--- src/sv/rvx_pkg.sv ---
// ----------------------------------------------------------------------------
// rvx_pkg
// Shared constants, codes and types of the RV32I subset executor.
// ----------------------------------------------------------------------------
package rvx_pkg;

	localparam int DATA_BYTES_DEF = 1024;
	localparam int REG_COUNT      = 32;

	localparam int IN_TDATA_W  = 56;
	localparam int IN_TUSER_W  = 2;
	localparam int OUT_FIELD_W = 146;
	localparam int OUT_TDATA_W = 152;
	localparam int HALT_BIT    = 32;

	localparam logic [6:0] OP_BRANCH = 7'b1100011;
	localparam logic [6:0] OP_REG    = 7'b0110011;
	localparam logic [6:0] OP_IMM    = 7'b0010011;
	localparam logic [6:0] OP_LOAD   = 7'b0000011;
	localparam logic [6:0] OP_STORE  = 7'b0100011;
	localparam logic [6:0] OP_JAL    = 7'b1101111;
	localparam logic [6:0] OP_HALT   = 7'b1111111;

	localparam logic [6:0] F7_BASE = 7'b0000000;
	localparam logic [6:0] F7_ALT  = 7'b0100000;

	localparam logic [2:0] F3_ADD  = 3'd0;
	localparam logic [2:0] F3_XOR  = 3'd4;
	localparam logic [2:0] F3_OR   = 3'd6;
	localparam logic [2:0] F3_AND  = 3'd7;
	localparam logic [2:0] F3_WORD = 3'd2;
	localparam logic [2:0] F3_BEQ  = 3'd0;
	localparam logic [2:0] F3_BNE  = 3'd1;

	typedef enum logic [1:0] {
		ACT_EXEC,
		ACT_WR_BYTE,
		ACT_RD_BYTE,
		ACT_RD_REG
	} action_t;

	typedef enum logic [2:0] {
		S_CLEAR,
		S_IDLE,
		S_READ,
		S_WRAP,
		S_LOAD,
		S_STORE,
		S_DONE
	} state_t;

	typedef struct packed {
		logic [31:0] read_data;
		logic [31:0] store_value;
		logic [9:0]  store_address;
		logic        did_store;
		logic [31:0] dest_value;
		logic [4:0]  dest_index;
		logic        wrote_register;
		logic        halted;
		logic [31:0] next_pc;
	} result_t;

endpackage

--- src/sv/rvx_addr_wrap.sv ---
// ----------------------------------------------------------------------------
// rvx_addr_wrap
// Reduces a 32-bit byte address modulo the data memory size: a plain mask
// for a power-of-two size, otherwise a bit-serial remainder over the 32 bits.
// ----------------------------------------------------------------------------
module rvx_addr_wrap #(
	parameter int DATA_BYTES = rvx_pkg::DATA_BYTES_DEF
) (
	input  logic                          clk,
	input  logic                          arst_n,
	input  logic                          start,
	input  logic [31:0]                   raw,
	output logic                          done,
	output logic [$clog2(DATA_BYTES)-1:0] base
);
	import rvx_pkg::*;

	localparam int         AW   = $clog2(DATA_BYTES);
	localparam bit         POW2 = (DATA_BYTES & (DATA_BYTES - 1)) == 0;
	localparam logic [AW:0] MODV = (AW + 1)'(DATA_BYTES);

	logic [31:0]   raw_q;
	logic [AW-1:0] rem_q;
	logic [4:0]    bit_q;
	logic          run_q;
	logic          done_q;
	logic [AW:0]   rem_cat;
	logic [AW-1:0] rem_nxt;

	always_comb begin
		rem_cat = {rem_q, raw_q[bit_q]};
		if (rem_cat >= MODV) begin
			rem_nxt = AW'(rem_cat - MODV);
		end else begin
			rem_nxt = rem_cat[AW-1:0];
		end
	end

	always_ff @(posedge clk or negedge arst_n) begin
		if (!arst_n) begin
			run_q  <= 1'b0;
			done_q <= 1'b0;
			bit_q  <= '0;
		end else begin
			done_q <= 1'b0;
			if (start) begin
				if (POW2) begin
					done_q <= 1'b1;
				end else begin
					run_q <= 1'b1;
					bit_q <= 5'd31;
				end
			end else if (run_q) begin
				bit_q <= bit_q - 5'd1;
				if (bit_q == 5'd0) begin
					run_q  <= 1'b0;
					done_q <= 1'b1;
				end
			end
		end
	end

	always_ff @(posedge clk) begin
		if (start) begin
			raw_q <= raw;
			rem_q <= POW2 ? raw[AW-1:0] : '0;
		end else if (run_q) begin
			rem_q <= rem_nxt;
		end
	end

	assign done = done_q;
	assign base = rem_q;

endmodule

--- config.mk ---
export PLATFORM = sky130hd
export DESIGN_NAME = rvx_addr_wrap
export DESIGN_NICKNAME = d
export VERILOG_FILES = /design/src/sv/rvx_pkg.sv /design/src/sv/rvx_addr_wrap.sv
export SDC_FILE = /design/constraint.sdc
export NUM_CORES = 1
export LEC_CHECK = 0
export ABC_AREA = 1
export BUFFER_PORTS_ARGS = -buffer_cell sky130_fd_sc_hd__buf_2
export CAP_MARGIN = 20
export CORE_MARGIN = 1.5
export CORE_UTILIZATION = 40
export DETAILED_ROUTE_END_ITERATION = 8
export HOLD_SLACK_MARGIN = 0.02
export RECOVER_POWER = 25
export SYNTH_ARGS = -nofsm -noshare
export SYNTH_HDL_FRONTEND = slang
export SYNTH_SLANG_ARGS = --single-unit
--- constraint.sdc ---
create_clock -name clk -period 1.85 [get_ports clk]
set_input_delay 0.0925 -clock clk [delete_from_list [all_inputs] [get_ports clk]]
set_output_delay 0.0925 -clock clk [all_outputs]
set_load 0.1 [all_outputs]
# Word level (Yosys, flattened, before mapping)
# Index checks and enable logic that the tools add are counted.
[totals] word_cells=23 out_inout_bits=11 ff_bits=49
[classes] addsub=2 bitwise_logic=1 reduce_logical=3 mux=10 order_cmp=2
[ops] operator="10-bit 2-to-1 mux" count=3
[ops] operator="11-bit >= comparator, second input constant" count=1
[ops] operator="10-bit by 1-bit subtractor with 10-bit output, second input constant" count=1
[ops] operator="5-bit by 6-bit less-than comparator with 1-bit output, second input constant" count=1
[ops] operator="1-bit 2-to-1 mux" count=6
[ops] operator="1-bit binary-select mux with 5-bit select" count=1
[ops] operator="5-bit logical NOT" count=1
[ops] operator="5-bit by 1-bit subtractor with 5-bit output, second input constant" count=1
[ops] operator="2-bit AND reduction" count=1
[ops] operator="2-bit nonzero test" count=1
[ops] operator="1-bit NOT" count=1

# Longest topological paths before layout
[depth] ltp_word=6 ltp_mapped=11

# Worst setup path before layout
# OpenSTA, ideal clock, no wires.
[synth_timing] kind="flip-flop to flip-flop" start="register bit_q[0]" end="register rem_q[0] (netlist: base[0]), data pin" period_less_slack_ps=1339 stages_incl_launch_ff=11 required_time_ps=1597 path_slack_ps=511 path_buffers=2 arrival_time_ps=1085 cell_sequence="dfrtp_1 buf_6 inv_4 buf_6 nand2_1 nand3_1 nand3_1 nand3_1 nand2_1 nand3_1 nand2_1"
[synth_between] elab_chain_len=6 elab_cells_between_ends=7 cone_classes="1 x add/sub; 1 x order compare; 5 x mux"
[synth_lines] item="start: declaration" line="rvx_addr_wrap.sv:24" rtl="logic [4:0] bit_q;"
[synth_lines] item="start signal: assignment" line="rvx_addr_wrap.sv:54" rtl="bit_q <= bit_q - 5'd1;"
[synth_lines] item="1-bit binary-select mux with 5-bit select *" line="rvx_addr_wrap.sv:31" rtl="rem_cat = {rem_q, raw_q[bit_q]};"
[synth_lines] item="1-bit 2-to-1 mux (implied by the code) *" line="rvx_addr_wrap.sv:31"
[synth_lines] item="10-bit by 1-bit subtractor with 10-bit output / 11-bit >= comparator (equally long branches)" line="rvx_addr_wrap.sv:33, rvx_addr_wrap.sv:32"
[synth_lines] item="10-bit 2-to-1 mux *" line="rvx_addr_wrap.sv:32" rtl="if (rem_cat >= MODV) begin"
[synth_lines] item="10-bit 2-to-1 mux *" line="rvx_addr_wrap.sv:67" rtl="end else if (run_q) begin"
[synth_lines] item="10-bit 2-to-1 mux *" line="rvx_addr_wrap.sv:64" rtl="if (start) begin"
[synth_lines] item="end signal: assignment" line="rvx_addr_wrap.sv:66" rtl="rem_q <= POW2 ? raw[AW-1:0] : '0;"
[synth_lines] item="end signal: assignment" line="rvx_addr_wrap.sv:68" rtl="rem_q <= rem_nxt;"
[synth_lines] item="end: declaration" line="rvx_addr_wrap.sv:23" rtl="logic [AW-1:0] rem_q;"
# Every way passes the cells marked *; elsewhere a longest branch is shown, timed or not. The select of a mux whose other input is x is not followed.
# A chain may end at the register's enable or synchronous reset.

# Worst setup path after layout
# Ends and elaborated chain as after synthesis.

==> metrics.csv <==
stage,metric,value,unit
outcome,status,completed,
timing,Hold Slack,232,ps
synthesis,Post-Synth XOR/XNOR Area,1.68,%
routing,Max Used Layer,met4,
worst_setup_path,Crit Path Category,flip-flop to flip-flop,
worst_hold_path,Worst Hold Class,primary input to asynchronous set/reset pin,
clock_network,CTS tree,yes,
floorplan,DIE AREA,5640,µm²
synthesis,"FFs w/ async S/R, synth",14.3,%
finish,n_diodes,0,
routing,vias per cell,4.42,
worst_setup_path,R2R Setup Slk,400,ps
synthesis,Yosys cell types,20,
power,Reg power frac,54.5,%
timing,Setup TNS Final,0,ps
power,switching power,0.000605,W
worst_setup_path,WP data required,1910,ps
global_route,largest net degree at the start of global routing,32,
synthesis,largest family of logic cells by synthesized area,simple AND/OR/NAND/NOR gates,
placement,Placed Cells,308,
clock_network,Sink Count,49,
worst_setup_path,Reg-to-Reg End,base[0]$_DFFE_PP_,
clock_network,deepest clock path buffer count,2,
timing,Final Critical Period,1450,ps
synthesis,Syn Area/Cell,10.7,µm²
timing,final number of hold-violating endpoints,0,
routing,wire per inst,11.6,µm
routing,Initial DRT Pass Iterations,4,
routing,met2 wire length,2.01,mm
finish,share of cells above drive strength 1,20.4,%
synthesis,syn nets,231,
global_route,initial antenna violation count,0,
global_route,first-pass GRT wire length,6.49,mm
clock_network,setup bufs post-CTS,0,
timing,final setup fails,0,
synthesis,post-synthesis sequential area ratio,69.0,%
synthesis,Yosys warning count,0,
finish,Area growth syn-to-layout,35.4,%
synthesis,Mapped Cells,194,
floorplan,DIE HEIGHT,75.1,µm
floorplan,floorplan row count,26,
synthesis,Compound-Gate Fraction of Synth Area,1.44,%
floorplan,Initial Util,41.0,%
timing,Slew headroom,54.9,%
routing,post-route ant nets,0,
synthesis,post-synthesis mux area share,0,%
placement,DP Wirelength,2.79,mm
timing,max frequency,691,MHz
worst_setup_path,critical path endpoint category,flip-flop,
finish,fin cells,349,
global_route,total gr overflow,0,
floorplan,Placeable Area,5070,µm²
routing,initial DRC count,72,
synthesis,number of flops mapped to enable cells by yosys,42,
power,Static Leak,1.28,nW
worst_setup_path,reg2reg path depth,9,
timing,Slew Limit Fails,0,
synthesis,Synth Area in Adders,1.20,%
clock_network,Skew-Pair Late Insertion Delay,290,ps
finish,final instance area,2820,µm²
timing,unrepaired setup endpoints after global routing,false,
floorplan,boundary pin count,46,
worst_setup_path,crit path DAT,1510,ps
synthesis,"flops & latches, synth",49,
routing,met3 routed WL,137,µm
placement,I/O Buffers,45,
power,Clk pwr share,30.3,%
synthesis,Synth Cell Area,2080,µm²
finish,final net count,315,
clock_network,clock slew at reported path FFs,90,ps
synthesis,Most used DFF post-synth,edfxtp_1,
routing,Detailed Route WL,4.06,mm
placement,Final Wtd Congestion,0.836,
flow_run,max_cap viols,0,
timing,Tcrit/Tclk final,78.3,%
timing,slew at the pin closest to its max-slew limit,677,ps
worst_setup_path,crit path max fanout,15,
finish,fillers,470,
placement,DP Area,2390,µm²
clock_network,CTS root buf,clkbuf_8,
power,Logic pwr share,15.2,%
power,Sw Ratio,25.0,%
routing,via count,1544,
routing,M1 WL,1.84,mm
worst_setup_path,Startpoint Class,flip-flop,
power,Worst VDD drop,490,µV
floorplan,Die W,75.1,µm
worst_setup_path,worst r2r src,bit_q[0]$_DFFE_PN0P_,
routing,DRC viols,0,
synthesis,Synth Area in Simple Gates,20.5,%
power,Cell Pwr Density,858,nW/µm²
clock_network,TritonCTS Buffers,5,
clock_network,CTS H-tree depth,2,
power,P_int,0.00181,W
global_route,total global-route track usage,15.7,%
timing,clk_skew,3.40,ps
global_route,number of global-route vias before repair,1448,
how the worst max path moves through the flow:
stage	slack, ps	to	startpoint
floorplan	510	base[0]$_DFFE_PP_	bit_q[0]$_DFFE_PN0P_
finish	400	base[0]$_DFFE_PP_	bit_q[0]$_DFFE_PN0P_
CTS	400	base[0]$_DFFE_PP_	bit_q[0]$_DFFE_PN0P_
detailed placement	410	base[0]$_DFFE_PP_	bit_q[0]$_DFFE_PN0P_
global placement	440	base[0]$_DFFE_PP_	bit_q[0]$_DFFE_PN0P_
global route	220	base[0]$_DFFE_PP_	bit_q[0]$_DFFE_PN0P_
critical path, stage by stage, from the launching register on:
cell,delay [ps]
dfrtp_1,450
buf_4,220
nand2_1,70
nand3_1,80
nand3_1,90
nand2_1,50
nor2_1,100
nand2_1,60
nand3_1,60
nand2_1,40
cells in the mapped netlist, types with 2 or more instances:
master,instances,area (µm²)
nor2_1,11,41.3
xor2_1,3,26.3
ha_1,2,25.0
a21oi_1,3,15.0
nand2_1,71,267
inv_1,20,75.1
clkbuf_1,2,7.51
buf_6,2,22.5
nand2_2,2,12.5
o21ai_0,2,10.0
dfrtp_1,7,175
edfxtp_1,42,1260
nand3_1,20,100
metal layers:
metal  vias up  global-route usage [%]
met1       708                    21.0
met2        36                    25.7
met5         -                       0
met3         5                    2.81
li1        795                       -
met4         0                    6.06
repair_timing:
item / 4_1_cts / 5_1_grt
hold endpoints to repair: 39 / 0
hold buffers: 33 / 0
resized for setup: 0 / 0
cell type report:
| class | instances | area [µm²] | share of cell area, % |
|---|---|---|---|
| clock buffers | 6 | 72.6 | 2.58 |
| flip-flops and latches | 49 | 1440 | 51.0 |
| repair buffers | 83 | 584 | 20.7 |
| clock inverters | 2 | 33.8 | 1.20 |
| multi-input cells | 117 | 517 | 18.3 |
| well taps | 70 | 87.6 | 3.11 |
| inverters | 22 | 85.1 | 3.02 |
through the flow:
stage,power (W),setup WS (ps),utilization (%)
2_1_floorplan,0.00156,511,-
3_3_place_gp,0.00165,440,47.1
3_5_place_dp,0.00166,412,47.1
4_1_cts,0.00244,403,55.7
5_1_grt,0.00253,219,55.5
6_report,0.00242,402,55.5
cell usage in the layout (no fill, tap or decap), types with 4 or more instances in the layout:
| cell type | instances |
|---|---|
| nand2_1 | 71 |
| clkbuf_8 | 5 |
| buf_2 | 43 |
| dfrtp_1 | 7 |
| dlygate4sd3_1 | 33 |
| clkbuf_1 | 4 |
| inv_1 | 20 |
| nor2_1 | 11 |
| nand3_1 | 20 |
| edfxtp_1 | 42 |
power groups by stage:
stage	logic, W	registers (W)	clock network [W]
after floorplan	0.0000993	0.00146	0
after global placement	0.000316	0.00134	0
after detailed placement	0.000318	0.00134	0
after CTS	0.000370	0.00132	0.000752
after global routing	0.000400	0.00132	0.000809
final	0.000366	0.00132	0.000733
flip-flops by register name (all words and copies together) (netlist names):
register and flops:
bit_q 5, run_q 1, raw_q 32, base 10, done 1
kinds of logic after synthesis:
group / count (synthesis)
DFF: 49
adders and majority gates: 2
buffers and inverters: 28
and+or+nand+nor: 105
AOI/OAI and AO/OA: 6
xor gates and xnor gates: 4
Note: power is estimated with default switching activity, not from simulation.
